**src/design/ajf_pkg.sv**
```systemverilog
// ----------------------------------------------------------------------------
// ajf_pkg
// shared types and constants for the jerk and up-face block
// ----------------------------------------------------------------------------
package ajf_pkg;

  localparam int unsigned TIME_W  = 16;
  localparam int unsigned SCALE_W = 16;
  localparam int unsigned JERK_W  = 16;
  localparam int unsigned FACE_W  = 3;

  typedef logic [FACE_W-1:0]  face_t;
  typedef logic [SCALE_W-1:0] scale_t;
  typedef logic [TIME_W-1:0]  time_t;
  typedef logic [JERK_W-1:0]  jerk_t;

  localparam scale_t SCALE_RESET = 16'd1000;

  localparam face_t FACE_POS_Y = 3'd0;
  localparam face_t FACE_NEG_X = 3'd1;
  localparam face_t FACE_POS_Z = 3'd2;
  localparam face_t FACE_NEG_Z = 3'd3;
  localparam face_t FACE_POS_X = 3'd4;
  localparam face_t FACE_NEG_Y = 3'd5;

  localparam jerk_t JERK_MAX = 16'h7FFF;
  localparam jerk_t JERK_MIN = 16'h8000;

endpackage

```
**src/design/accel_jerk_and_face.sv**
```systemverilog
// ----------------------------------------------------------------------------
// accel_jerk_and_face
// jerk per axis and up face from a timestamped three-axis accelerometer stream
// ----------------------------------------------------------------------------
// Each accepted sample gives one result: per-axis jerk, the change from the
// previous sample times the gain over the signed wrapped elapsed ms,
// truncated toward zero and saturated to 16 bits, plus the up face from the
// raw counts. The front stage accepts a sample while the queue is not full and
// queues up to two; the back stage runs the shared three-lane restoring
// divider, which retires one quotient bit per cycle over the SAMPLE_BITS + 16
// bit scaled delta. A held result does not stop the next sample being divided.
// The user must write the gain through cfg_wr_en / cfg_wr_data only while the
// block is idle; the block does not enforce it. The gain resets to 1000.
// ----------------------------------------------------------------------------
module accel_jerk_and_face #(
  parameter int unsigned SAMPLE_BITS = 12
) (
  input  logic                 clk,
  input  logic                 rst_n,
  input  logic                 cfg_wr_en,
  input  ajf_pkg::scale_t      cfg_wr_data,
  input  logic                 in_tvalid,
  output logic                 in_tready,
  // accel_x, accel_y, accel_z, time_ms, zero pad
  input  logic [((3*SAMPLE_BITS+ajf_pkg::TIME_W+7)/8)*8-1:0] in_tdata,
  output logic                 out_tvalid,
  input  logic                 out_tready,
  // face, jerk_x, jerk_y, jerk_z, zero pad
  output logic [((ajf_pkg::FACE_W+3*ajf_pkg::JERK_W+7)/8)*8-1:0] out_tdata,
  // zero_elapsed
  output logic                 out_tuser
);
  import ajf_pkg::*;

  localparam int unsigned SB    = SAMPLE_BITS;
  localparam int unsigned JOB_W = 3*(SB+1) + TIME_W + FACE_W + 2;
  localparam int unsigned OUT_W = FACE_W + 3*JERK_W;
  localparam int unsigned OUT_B = ((OUT_W + 7) / 8) * 8;

  scale_t             scale_r, scale_nxt;
  logic               q_full, q_push, q_pop, q_valid;
  logic [JOB_W-1:0]   q_job_in, q_job_out;
  face_t              face;
  jerk_t              jerk_x, jerk_y, jerk_z;

  assign scale_nxt = cfg_wr_en ? cfg_wr_data : scale_r;

  always_ff @(posedge clk) begin
    if (!rst_n) begin
      scale_r <= SCALE_RESET;
    end else begin
      scale_r <= scale_nxt;
    end
  end

  ajf_front #(.SAMPLE_BITS(SB)) u_front (
    .clk      (clk),
    .rst_n    (rst_n),
    .in_valid (in_tvalid),
    .in_ready (in_tready),
    .accel_x  (in_tdata[SB-1:0]),
    .accel_y  (in_tdata[2*SB-1:SB]),
    .accel_z  (in_tdata[3*SB-1:2*SB]),
    .time_ms  (in_tdata[3*SB+TIME_W-1:3*SB]),
    .q_full   (q_full),
    .q_push   (q_push),
    .q_job    (q_job_in)
  );

  ajf_queue #(.WIDTH(JOB_W)) u_queue (
    .clk        (clk),
    .rst_n      (rst_n),
    .push       (q_push),
    .push_data  (q_job_in),
    .full       (q_full),
    .pop        (q_pop),
    .head_valid (q_valid),
    .head_data  (q_job_out)
  );

  ajf_back #(.SAMPLE_BITS(SB)) u_back (
    .clk              (clk),
    .rst_n            (rst_n),
    .gain             (scale_r),
    .q_valid          (q_valid),
    .q_job            (q_job_out),
    .q_pop            (q_pop),
    .out_valid        (out_tvalid),
    .out_ready        (out_tready),
    .out_face         (face),
    .out_jerk_x       (jerk_x),
    .out_jerk_y       (jerk_y),
    .out_jerk_z       (jerk_z),
    .out_zero_elapsed (out_tuser)
  );

  assign out_tdata = OUT_B'({jerk_z, jerk_y, jerk_x, face});

endmodule

```
**src/design/ajf_front.sv**
```systemverilog
// ----------------------------------------------------------------------------
// ajf_front
// takes samples, forms deltas, elapsed time and up face, keeps the previous one
// ----------------------------------------------------------------------------
module ajf_front #(
  parameter int unsigned SAMPLE_BITS = 12
) (
  input  logic                     clk,
  input  logic                     rst_n,
  input  logic                     in_valid,
  output logic                     in_ready,
  input  logic [SAMPLE_BITS-1:0]   accel_x,
  input  logic [SAMPLE_BITS-1:0]   accel_y,
  input  logic [SAMPLE_BITS-1:0]   accel_z,
  input  ajf_pkg::time_t           time_ms,
  input  logic                     q_full,
  output logic                     q_push,
  output logic [3*(SAMPLE_BITS+1)+ajf_pkg::TIME_W+ajf_pkg::FACE_W+1:0] q_job
);
  import ajf_pkg::*;

  localparam int unsigned SB = SAMPLE_BITS;
  localparam int unsigned DW = SB + 1;

  logic [SB-1:0] prev_r   [3];
  logic [SB-1:0] prev_nxt [3];
  time_t         prev_time_r, prev_time_nxt;

  logic [SB-1:0] smp  [3];
  logic [DW-1:0] dlt  [3];
  logic [DW-1:0] dneg [3];
  logic [SB-1:0] dmag [3];
  logic [SB-1:0] amag [3];
  logic [SB-1:0] sneg [3];
  logic          spos [3];
  time_t         dt, dt_mag;
  logic          dt_zero;
  face_t         face;

  assign smp[0] = accel_x;
  assign smp[1] = accel_y;
  assign smp[2] = accel_z;

  assign in_ready = !q_full;
  assign q_push   = in_valid && !q_full;

  always_comb begin
    for (int i = 0; i < 3; i++) begin
      dlt[i]  = {smp[i][SB-1], smp[i]} - {prev_r[i][SB-1], prev_r[i]};
      dneg[i] = ~dlt[i] + DW'(1);
      dmag[i] = dlt[i][SB] ? dneg[i][SB-1:0] : dlt[i][SB-1:0];
      sneg[i] = ~smp[i] + SB'(1);
      amag[i] = smp[i][SB-1] ? sneg[i] : smp[i];
      spos[i] = !smp[i][SB-1] && (smp[i] != '0);
    end
  end

  assign dt      = time_ms - prev_time_r;
  assign dt_zero = (dt == '0);
  assign dt_mag  = dt[TIME_W-1] ? (~dt + TIME_W'(1)) : dt;

  // up face from raw count magnitudes; ties favour y, then z, then x
  always_comb begin
    if (amag[0] > amag[1]) begin
      if (amag[0] > amag[2]) begin
        face = spos[0] ? FACE_POS_X : FACE_NEG_X;
      end else begin
        face = spos[2] ? FACE_POS_Z : FACE_NEG_Z;
      end
    end else if (amag[2] > amag[1]) begin
      face = spos[2] ? FACE_POS_Z : FACE_NEG_Z;
    end else begin
      face = spos[1] ? FACE_POS_Y : FACE_NEG_Y;
    end
  end

  assign q_job = {face, dt_zero, dt[TIME_W-1], dt_mag,
                  dlt[2][SB], dmag[2], dlt[1][SB], dmag[1], dlt[0][SB], dmag[0]};

  always_comb begin
    prev_time_nxt = prev_time_r;
    for (int i = 0; i < 3; i++) begin
      prev_nxt[i] = prev_r[i];
    end
    if (q_push) begin
      prev_time_nxt = time_ms;
      for (int i = 0; i < 3; i++) begin
        prev_nxt[i] = smp[i];
      end
    end
  end

  always_ff @(posedge clk) begin
    if (!rst_n) begin
      prev_time_r <= '0;
      for (int i = 0; i < 3; i++) begin
        prev_r[i] <= '0;
      end
    end else begin
      prev_time_r <= prev_time_nxt;
      for (int i = 0; i < 3; i++) begin
        prev_r[i] <= prev_nxt[i];
      end
    end
  end

endmodule

```
**src/design/ajf_queue.sv**
```systemverilog
// ----------------------------------------------------------------------------
// ajf_queue
// two-entry request queue between front and back, head always in slot 0
// ----------------------------------------------------------------------------
module ajf_queue #(
  parameter int unsigned WIDTH = 8
) (
  input  logic             clk,
  input  logic             rst_n,
  input  logic             push,
  input  logic [WIDTH-1:0] push_data,
  output logic             full,
  input  logic             pop,
  output logic             head_valid,
  output logic [WIDTH-1:0] head_data
);

  logic             vld_r   [2];
  logic             vld_nxt [2];
  logic [WIDTH-1:0] dat_r   [2];
  logic [WIDTH-1:0] dat_nxt [2];

  assign full       = vld_r[1];
  assign head_valid = vld_r[0];
  assign head_data  = dat_r[0];

  always_comb begin
    vld_nxt[0] = vld_r[0];
    vld_nxt[1] = vld_r[1];
    dat_nxt[0] = dat_r[0];
    dat_nxt[1] = dat_r[1];
    if (pop) begin
      vld_nxt[0] = vld_r[1];
      dat_nxt[0] = dat_r[1];
      vld_nxt[1] = 1'b0;
    end
    if (push) begin
      if (vld_nxt[0]) begin
        vld_nxt[1] = 1'b1;
        dat_nxt[1] = push_data;
      end else begin
        vld_nxt[0] = 1'b1;
        dat_nxt[0] = push_data;
      end
    end
  end

  always_ff @(posedge clk) begin
    if (!rst_n) begin
      vld_r[0] <= 1'b0;
      vld_r[1] <= 1'b0;
    end else begin
      vld_r[0] <= vld_nxt[0];
      vld_r[1] <= vld_nxt[1];
    end
    dat_r[0] <= dat_nxt[0];
    dat_r[1] <= dat_nxt[1];
  end

endmodule

```
**src/design/ajf_back.sv**
```systemverilog
// ----------------------------------------------------------------------------
// ajf_back
// scales deltas, divides by elapsed time bit-serially, saturates, holds result
// ----------------------------------------------------------------------------
module ajf_back #(
  parameter int unsigned SAMPLE_BITS = 12
) (
  input  logic                 clk,
  input  logic                 rst_n,
  input  ajf_pkg::scale_t      gain,
  input  logic                 q_valid,
  input  logic [3*(SAMPLE_BITS+1)+ajf_pkg::TIME_W+ajf_pkg::FACE_W+1:0] q_job,
  output logic                 q_pop,
  output logic                 out_valid,
  input  logic                 out_ready,
  output ajf_pkg::face_t       out_face,
  output ajf_pkg::jerk_t       out_jerk_x,
  output ajf_pkg::jerk_t       out_jerk_y,
  output ajf_pkg::jerk_t       out_jerk_z,
  output logic                 out_zero_elapsed
);
  import ajf_pkg::*;

  localparam int unsigned SB   = SAMPLE_BITS;
  localparam int unsigned LW   = SB + 1;
  localparam int unsigned PW   = SB + SCALE_W;
  localparam int unsigned CW   = $clog2(PW);
  localparam int unsigned DT_O = 3 * LW;

  typedef enum logic [1:0] {ST_IDLE, ST_MUL, ST_DIV, ST_DONE} state_t;

  state_t            state_r, state_nxt;
  logic [CW-1:0]     cnt_r, cnt_nxt;
  logic [SB-1:0]     mag_r [3], mag_nxt [3];
  logic              sgn_r [3], sgn_nxt [3];
  logic [PW-1:0]     quo_r [3], quo_nxt [3];
  logic [TIME_W-1:0] rem_r [3], rem_nxt [3];
  time_t             div_r, div_nxt;
  logic              dsgn_r, dsgn_nxt;
  logic              zero_r, zero_nxt;
  face_t             face_r, face_nxt;
  logic              ovld_r, ovld_nxt;
  jerk_t             jerk_r [3], jerk_nxt [3];
  face_t             oface_r, oface_nxt;
  logic              ozero_r, ozero_nxt;

  logic [TIME_W:0]   trial [3];
  logic              out_free;
  logic              neg   [3];
  jerk_t             qlo   [3];
  jerk_t             sat   [3];

  assign out_free  = !ovld_r || out_ready;
  assign q_pop     = (state_r == ST_IDLE) && q_valid;

  assign out_valid        = ovld_r;
  assign out_face         = oface_r;
  assign out_jerk_x       = jerk_r[0];
  assign out_jerk_y       = jerk_r[1];
  assign out_jerk_z       = jerk_r[2];
  assign out_zero_elapsed = ozero_r;

  // truncated quotient magnitude to saturated signed result
  always_comb begin
    for (int i = 0; i < 3; i++) begin
      neg[i] = sgn_r[i] ^ dsgn_r;
      qlo[i] = quo_r[i][JERK_W-1:0];
      if (zero_r) begin
        sat[i] = '0;
      end else if (neg[i]) begin
        if ((quo_r[i][PW-1:JERK_W] != '0) ||
            (quo_r[i][JERK_W-1] && (quo_r[i][JERK_W-2:0] != '0))) begin
          sat[i] = JERK_MIN;
        end else begin
          sat[i] = ~qlo[i] + JERK_W'(1);
        end
      end else if (quo_r[i][PW-1:JERK_W-1] != '0) begin
        sat[i] = JERK_MAX;
      end else begin
        sat[i] = qlo[i];
      end
    end
  end

  always_comb begin
    state_nxt = state_r;
    cnt_nxt   = cnt_r;
    div_nxt   = div_r;
    dsgn_nxt  = dsgn_r;
    zero_nxt  = zero_r;
    face_nxt  = face_r;
    ovld_nxt  = ovld_r;
    oface_nxt = oface_r;
    ozero_nxt = ozero_r;
    for (int i = 0; i < 3; i++) begin
      mag_nxt[i]  = mag_r[i];
      sgn_nxt[i]  = sgn_r[i];
      quo_nxt[i]  = quo_r[i];
      rem_nxt[i]  = rem_r[i];
      jerk_nxt[i] = jerk_r[i];
      trial[i]    = {rem_r[i], quo_r[i][PW-1]};
    end

    if (ovld_r && out_ready) begin
      ovld_nxt = 1'b0;
    end

    unique case (state_r)
      ST_IDLE: begin
        if (q_valid) begin
          for (int i = 0; i < 3; i++) begin
            mag_nxt[i] = q_job[i*LW +: SB];
            sgn_nxt[i] = q_job[i*LW + SB];
          end
          div_nxt   = q_job[DT_O +: TIME_W];
          dsgn_nxt  = q_job[DT_O + TIME_W];
          zero_nxt  = q_job[DT_O + TIME_W + 1];
          face_nxt  = q_job[DT_O + TIME_W + 2 +: FACE_W];
          state_nxt = ST_MUL;
        end
      end
      ST_MUL: begin
        for (int i = 0; i < 3; i++) begin
          quo_nxt[i] = PW'(mag_r[i]) * PW'(gain);
          rem_nxt[i] = '0;
        end
        cnt_nxt   = '0;
        state_nxt = ST_DIV;
      end
      ST_DIV: begin
        for (int i = 0; i < 3; i++) begin
          if (trial[i] >= {1'b0, div_r}) begin
            rem_nxt[i] = TIME_W'(trial[i] - {1'b0, div_r});
            quo_nxt[i] = {quo_r[i][PW-2:0], 1'b1};
          end else begin
            rem_nxt[i] = trial[i][TIME_W-1:0];
            quo_nxt[i] = {quo_r[i][PW-2:0], 1'b0};
          end
        end
        cnt_nxt = cnt_r + CW'(1);
        if (cnt_r == CW'(PW - 1)) begin
          state_nxt = ST_DONE;
        end
      end
      ST_DONE: begin
        if (out_free) begin
          for (int i = 0; i < 3; i++) begin
            jerk_nxt[i] = sat[i];
          end
          oface_nxt = face_r;
          ozero_nxt = zero_r;
          ovld_nxt  = 1'b1;
          state_nxt = ST_IDLE;
        end
      end
      default: state_nxt = ST_IDLE;
    endcase
  end

  always_ff @(posedge clk) begin
    if (!rst_n) begin
      state_r <= ST_IDLE;
      ovld_r  <= 1'b0;
    end else begin
      state_r <= state_nxt;
      ovld_r  <= ovld_nxt;
    end
    cnt_r   <= cnt_nxt;
    div_r   <= div_nxt;
    dsgn_r  <= dsgn_nxt;
    zero_r  <= zero_nxt;
    face_r  <= face_nxt;
    oface_r <= oface_nxt;
    ozero_r <= ozero_nxt;
    for (int i = 0; i < 3; i++) begin
      mag_r[i]  <= mag_nxt[i];
      sgn_r[i]  <= sgn_nxt[i];
      quo_r[i]  <= quo_nxt[i];
      rem_r[i]  <= rem_nxt[i];
      jerk_r[i] <= jerk_nxt[i];
    end
  end

endmodule
```
**config.mk**
```make
export PLATFORM = sky130hd
export DESIGN_NAME = accel_jerk_and_face
export DESIGN_NICKNAME = d
export VERILOG_FILES = /design/src/design/ajf_pkg.sv /design/src/design/accel_jerk_and_face.sv /design/src/design/ajf_front.sv /design/src/design/ajf_queue.sv /design/src/design/ajf_back.sv
export SDC_FILE = /design/constraint.sdc
export NUM_CORES = 2
export LEC_CHECK = 0
export ABC_CLOCK_PERIOD_IN_PS = 8600
export BUFFER_PORTS_ARGS = -buffer_cell sky130_fd_sc_hd__buf_2
export CORE_ASPECT_RATIO = 1.1
export CORE_MARGIN = 3
export CORE_UTILIZATION = 60
export DETAILED_ROUTE_END_ITERATION = 12
export GPL_ROUTABILITY_DRIVEN = 1
export GPL_TIMING_DRIVEN = 1
export MAX_ROUTING_LAYER = met4
export PLACE_DENSITY = 0.86
export RECOVER_POWER = 50
export SYNTH_ARGS = -nofsm -noshare
export SYNTH_HDL_FRONTEND = slang
export SYNTH_SLANG_ARGS = --single-unit
```
**constraint.sdc**
```tcl
create_clock -name clk -period 8.6 [get_ports clk]
set_input_delay 1.29 -clock clk [delete_from_list [all_inputs] [get_ports clk]]
set_output_delay 1.29 -clock clk [all_outputs]
set_load 0.1 [all_outputs]
```
== After elaboration in Yosys (flattened, before gate mapping) ==
Memories as Yosys holds them, arrays and structs flattened.
Index checks and enable logic that the tools add are counted.

* Bits in registers: 65
* Memory bits (writable): 377
* Bits of input ports: 77
* Output and inout bits: 59
* Memories: 8

* Add/subtract/negate cells: 18
* Multiply operators: 3
* $lt $le $gt $ge: 6
* Equal/unequal tests: 7
* Muxes and demuxes: 62
* Bitwise gates (word level): 18
* Reductions and logical operators: 36

{| class="wikitable"
|+ Memory list
! name !! words !! bits a word !! read ports !! clocked after Yosys merged registers in !! write ports !! line !! RTL
|-
| u_queue.dat_r || 2 || 60 || 2 || 0 || 2 || ajf_queue.sv:20 || <nowiki>logic [WIDTH-1:0] dat_r [2];</nowiki>
|-
| u_back.quo_r || 3 || 28 || 3 || 0 || 3 || ajf_back.sv:36 || <nowiki>logic [PW-1:0] quo_r [3], quo_nxt [3];</nowiki>
|-
| u_back.jerk_r || 3 || 16 || 3 || 0 || 3 || ajf_back.sv:43 || <nowiki>jerk_t jerk_r [3], jerk_nxt [3];</nowiki>
|-
| u_back.rem_r || 3 || 16 || 3 || 0 || 3 || ajf_back.sv:37 || <nowiki>logic [TIME_W-1:0] rem_r [3], rem_nxt [3];</nowiki>
|-
| u_back.mag_r || 3 || 12 || 3 || 0 || 3 || ajf_back.sv:34 || <nowiki>logic [SB-1:0] mag_r [3], mag_nxt [3];</nowiki>
|-
| u_front.prev_r || 3 || 12 || 3 || 0 || 3 || ajf_front.sv:25 || <nowiki>logic [SB-1:0] prev_r [3];</nowiki>
|-
| 2 more memories || n/a || n/a || n/a || n/a || n/a || n/a ||
|}

{| class="wikitable"
|+ Operator list
! cell !! count
|-
| $mux 16 || 16
|-
| $mux 60 || 3
|-
| $pmux 84 s2 || 1
|-
| $mux 120 || 1
|-
| $mux 12 || 9
|-
| $mux 36 || 3
|-
| $mux 48 || 2
|-
| $pmux 48 s2 || 1
|-
| $mul 12x16->28 || 3
|-
| $add 12x1->12 const B || 6
|-
| $not 12->12 || 6
|-
| $reduce_bool 12->1 || 6
|-
| $add 16x1->16 const B || 4
|-
| $not 16->16 || 4
|-
| $sub 16x16->16 || 4
|-
| $ge 17x16->1 || 3
|-
| $reduce_bool 15->1 || 3
|-
| $reduce_bool 13->1 || 3
|-
| $sub 12x12->13 || 3
|-
| $gt 12x12->1 || 3
|-
| $mux 3 || 7
|-
| $logic_not 16->1 || 1
|-
| $mux 1 || 12
|-
| $mux 2 || 5
|-
| other kinds (16) || 41
|}

== Logic depth before layout (Yosys ltp) ==
An unclocked memory read counts as a cell.

* Depth after elaboration: 9
* Mapped depth: 23
* Mapped depth without buffers: 21

== Modules after synthesis ==
From an unflattened synthesis, not the netlist that was laid out.

* Cells, all modules: 4794
* Area, all modules: 44806.7 µm²

{| class="wikitable"
|+ Modules (own cells, without submodules)
! module !! times used !! cells each !! area each (µm²) !! seq. area each (µm²)
|-
| ajf_back || 1 || 3457 || 31880.6 || 7537.2
|-
| ajf_front || 1 || 956 || 7040.5 || 1041.0
|-
| ajf_queue || 1 || 324 || 5243.8 || 3042.9
|-
| accel_jerk_and_face || 1 || 57 || 641.9 || 320.3
|}

== Worst setup path before layout ==
Ideal clock, no wire load.

* Kind: reg-to-reg
* Start: reg scale_r[15]
* End: mem u_back.quo_r[0][27] in the netlist's numbering, data pin
* Setup time: 0.269 ns
* Arrival time: 5.693 ns
* Data required time: 8.331 ns
* Slack: 2.638 ns
* Stages on the path, launching flop included: 22
* Path buffers: 2
* Period minus slack after synthesis: 5.962 ns
* Cells stage by stage: dfxtp_1 clkbuf_1 clkbuf_1 nand2_1 fa_1 inv_1 fa_1 fa_1 fa_1 inv_1 fa_1 inv_1 ha_1 a21o_1 a21o_1 a21o_1 a31o_2 nor4b_1 nor3_1 a2111oi_0 xnor2_1 o21ai_0

{| class="wikitable"
|+ RTL lines
! what !! line !! RTL
|-
| from (decl) || accel_jerk_and_face.sv:40 || <nowiki>scale_t scale_r, scale_nxt;</nowiki>
|-
| from (signal assigned) || accel_jerk_and_face.sv:52 || <nowiki>scale_r <= scale_nxt;</nowiki>
|-
| to (decl) || ajf_back.sv:36 ||
|}

==> run_results.csv <==
group,metric,value,unit
logic_synthesis,synth_area,43900,µm²
die,start_util,60.9,%
timing,max_slew_margin,-204,%
cells_and_area,drive_above_1_share,5.43,%
cells_and_area,layout.nets,5709,
placement,dp.cells,5748,
timing,period_needed,6750,ps
route,drc_errors,0,
worst_hold_path,worstHoldPathType,"reg -> reg",
timing,whs,421,ps
logic_synthesis,yosys_warnings,0,
route,viasPerCell,5.96,
route,wl_per_cell,17.5,µm
timing,max_freq,148,MHz
cells_and_area,syn2layout_area_growth,6.91,%
setup_path,start_kind,"flop",
setup_path,rr_startpoint,"scale_r[9]",
clocking,clockBufferDepth,3,
global_routing,grt_overflow_total,0,
logic_synthesis,synth.distinct_cells,84,
die,dieArea,76400,µm²
status,violations,"capacitance limit, slew limit",
logic_synthesis,synth_seq_cells,442,
timing,rsz0062_at_grt,"no",
cells_and_area,final_cell_mix,"740 x nand2_1, 704 x inv_1, 427 x fa_1, 348 x ha_1, 309 x edfxtp_1",
die,io_pins,136,
timing,fin_ws,1850,ps
setup_path,r2r_slack,1850,ps
timing,setup_viol,0,
logic_synthesis,synth.avg_cell_area,9.05,µm²
global_routing,grt_max_degree,105,
clocking,cts_hold_buffers,0,
timing,period_share,78.5,%
timing,tns,0,ps
clocking,tritoncts,"done",
clocking,clock_latency,670,ps
setup_path,critPathCaptureType,"flop",
global_routing,grt_pass1_vias,35300,
die,core,72000,µm²
logic_synthesis,synth-main-ff-cell,"edfxtp_1",
clocking,cts-root-buf,"clkbuf_16",
placement,hpwl,74400,µm
route,routed_wl,102000,µm
timing,drv_slew,557,
timing,tightest_slew,4560,ps
die,die_w,264,µm
logic_synthesis,async_flop_share,0,%
flow_run,cap_violations,9,
clocking,cts_setup_buffers,0,
setup_path,r2r-end,"u_back.quo_r[0][81]",
clocking,htree_levels,2,
global_routing,grt_antenna_before_repair,1,
setup_path,worstSetupPathType,"reg -> reg",
die,fp.dieH,290,µm
global_routing,grt_pass1_wl,171000,µm
placement,place_ws,2000,ps
setup_path,crit_required,8950,ps
setup_path,r2r_cells,20,
cells_and_area,mostFrequentLayoutCell,"nand2_1",
setup_path,crit_fanout,21,
die,row_count,103,
clocking,cts_resized,0,
logic_synthesis,ys_seq_area_share,27.2,%
worst_hold_path,min_from,"u_back.face_r[0]",
route,drt_first_pass_iters,6,
status,status,"complete, but fails checks",
cells_and_area,stdcell_count,5847,
logic_synthesis,synth-edff-count,309,
worst_hold_path,whs_endpoint,"u_back.out_face[0]",
setup_path,cp.arrival,7100,ps
timing,hold_violations,0,
placement,port_buffers,126,
worst_hold_path,whs_path_depth,0,
clocking,clk_pin_slew,70,ps
route,postRouteAntennaNets,0,
route,vias,34800,
timing,skew,61.2,ps
route,drtIter0Drc,2732,
global_routing,track_usage,27.7,%
logic_synthesis,syn_inst,4848,
clocking,cts_buffers,52,
placement,place_congestion,0.912,
clocking,clock_sinks,442,
cell families (layout without fill, tap and decap cells):
logic type,count (synthesis),count (layout),synth area share [%]
XOR/XNOR,185,185,3.69
other,1,6,0.00855
multiplexers,123,123,2.87
AND/OR/NAND/NOR,1579,1579,17.0
adder cells (fa/ha/maj),775,775,29.4
buffers and inverters,915,964,7.91
flip-flops,442,442,27.2
AO/OA/AOI/OAI,828,828,11.9
registers in the layout (all words and copies together), names as in the netlist, 3 cells and up:
register,flops
u_back.jerk_r,48
u_front.prev_time_r,16
u_back.cnt_r,5
u_back.sgn_r,3
u_back.div_r,16
u_back.out_face,3
u_front.prev_r,36
u_back.face_r,3
u_queue.dat_r,120
u_back.quo_r,84
u_back.mag_r,36
scale_r,16
u_back.rem_r,48
per-layer routing:
metal	wire length, µm	GRT usage [%]	part of all wire (%)	vias up
met2	50200	47.3	49	1497
li1	-	-	-	16100
met1	41000	34.1	40	16900
met3	7380	3.52	7.2	292
met4	3630	10.2	3.6	0
met5	0	-	0	-
cell usage after synthesis, types with 24 or more instances:
cell / count / area [µm²]
nor3_1: 67 / 335
and2_1: 216 / 1350
a31oi_1: 46 / 288
inv_1: 705 / 2650
o21a_1: 37 / 278
a211oi_1: 52 / 390
a21oi_1: 206 / 1030
nand2_1: 742 / 2790
o31ai_1: 40 / 300
nand4_1: 30 / 188
nand2b_1: 24 / 150
nand3_1: 45 / 225
o21ai_0: 229 / 1150
fa_1: 427 / 8550
nor4_1: 26 / 163
xor2_1: 69 / 604
ha_1: 348 / 4350
edfxtp_1: 309 / 9280
nor2_1: 241 / 905
clkbuf_1: 179 / 672
dfxtp_1: 133 / 2660
xnor2_1: 116 / 1020
o211ai_1: 24 / 180
a21o_1: 54 / 405
mux2i_1: 102 / 1020
nor2b_1: 38 / 238
or3_1: 41 / 257
per-stage QoR:
| stage | instance area (µm²) | utilization (%) |
|---|---|---|
| after floorplan | 43900 | - |
| after global placement | 45200 | 62.8 |
| after detailed placement | 45200 | 62.8 |
| after CTS | 47000 | 65.3 |
| after global routing | 46900 | 65.1 |
| final | 46900 | 65.1 |
how the worst max path moves through the flow:
stage,startpoint,end,slack (ps),cells past startpoint
3_3_place_gp,scale_r[9],u_back.quo_r[0][81],2030,20
6_report,scale_r[9],u_back.quo_r[0][81],1850,20
5_1_grt,u_back.state_r[0],u_queue.dat_r[0][53],1430,10
4_1_cts,scale_r[9],u_back.quo_r[0][81],1900,20
2_1_floorplan,scale_r[15],u_back.quo_r[0][27],2640,21
3_5_place_dp,scale_r[9],u_back.quo_r[0][81],2000,20
area by class of cell:
| type | instances | area [µm²] |
|---|---|---|
| sequential | 442 | 11900 |
| multi-input combinational | 3495 | 28500 |
| tap | 945 | 1180 |
| antenna | 1 | 2.50 |
| inverter | 706 | 2650 |
| timing repair buffer | 160 | 791 |
| clock inverter | 41 | 484 |
| fill | 5621 | 25100 |
| clock buffer | 57 | 1320 |
critical path: stages (launching register included):
cell and delay [ps]:
dfxtp_1 980, buf_4 410, nand2_1 120, fa_1 560, inv_1 60, fa_1 510, fa_1 520, fa_1 560
inv_1 60, fa_1 530, inv_1 50, ha_1 360, a21o_1 180, a21o_1 170, a21o_1 200, a21oi_1 200
o21ai_0 150, a211oi_1 320, a21oi_1 140, xor2_1 150, mux2_2 260
Power is left out: the tool's default activity adds up to more than one toggle a clock period on the data nets, which glitch-free logic cannot reach.
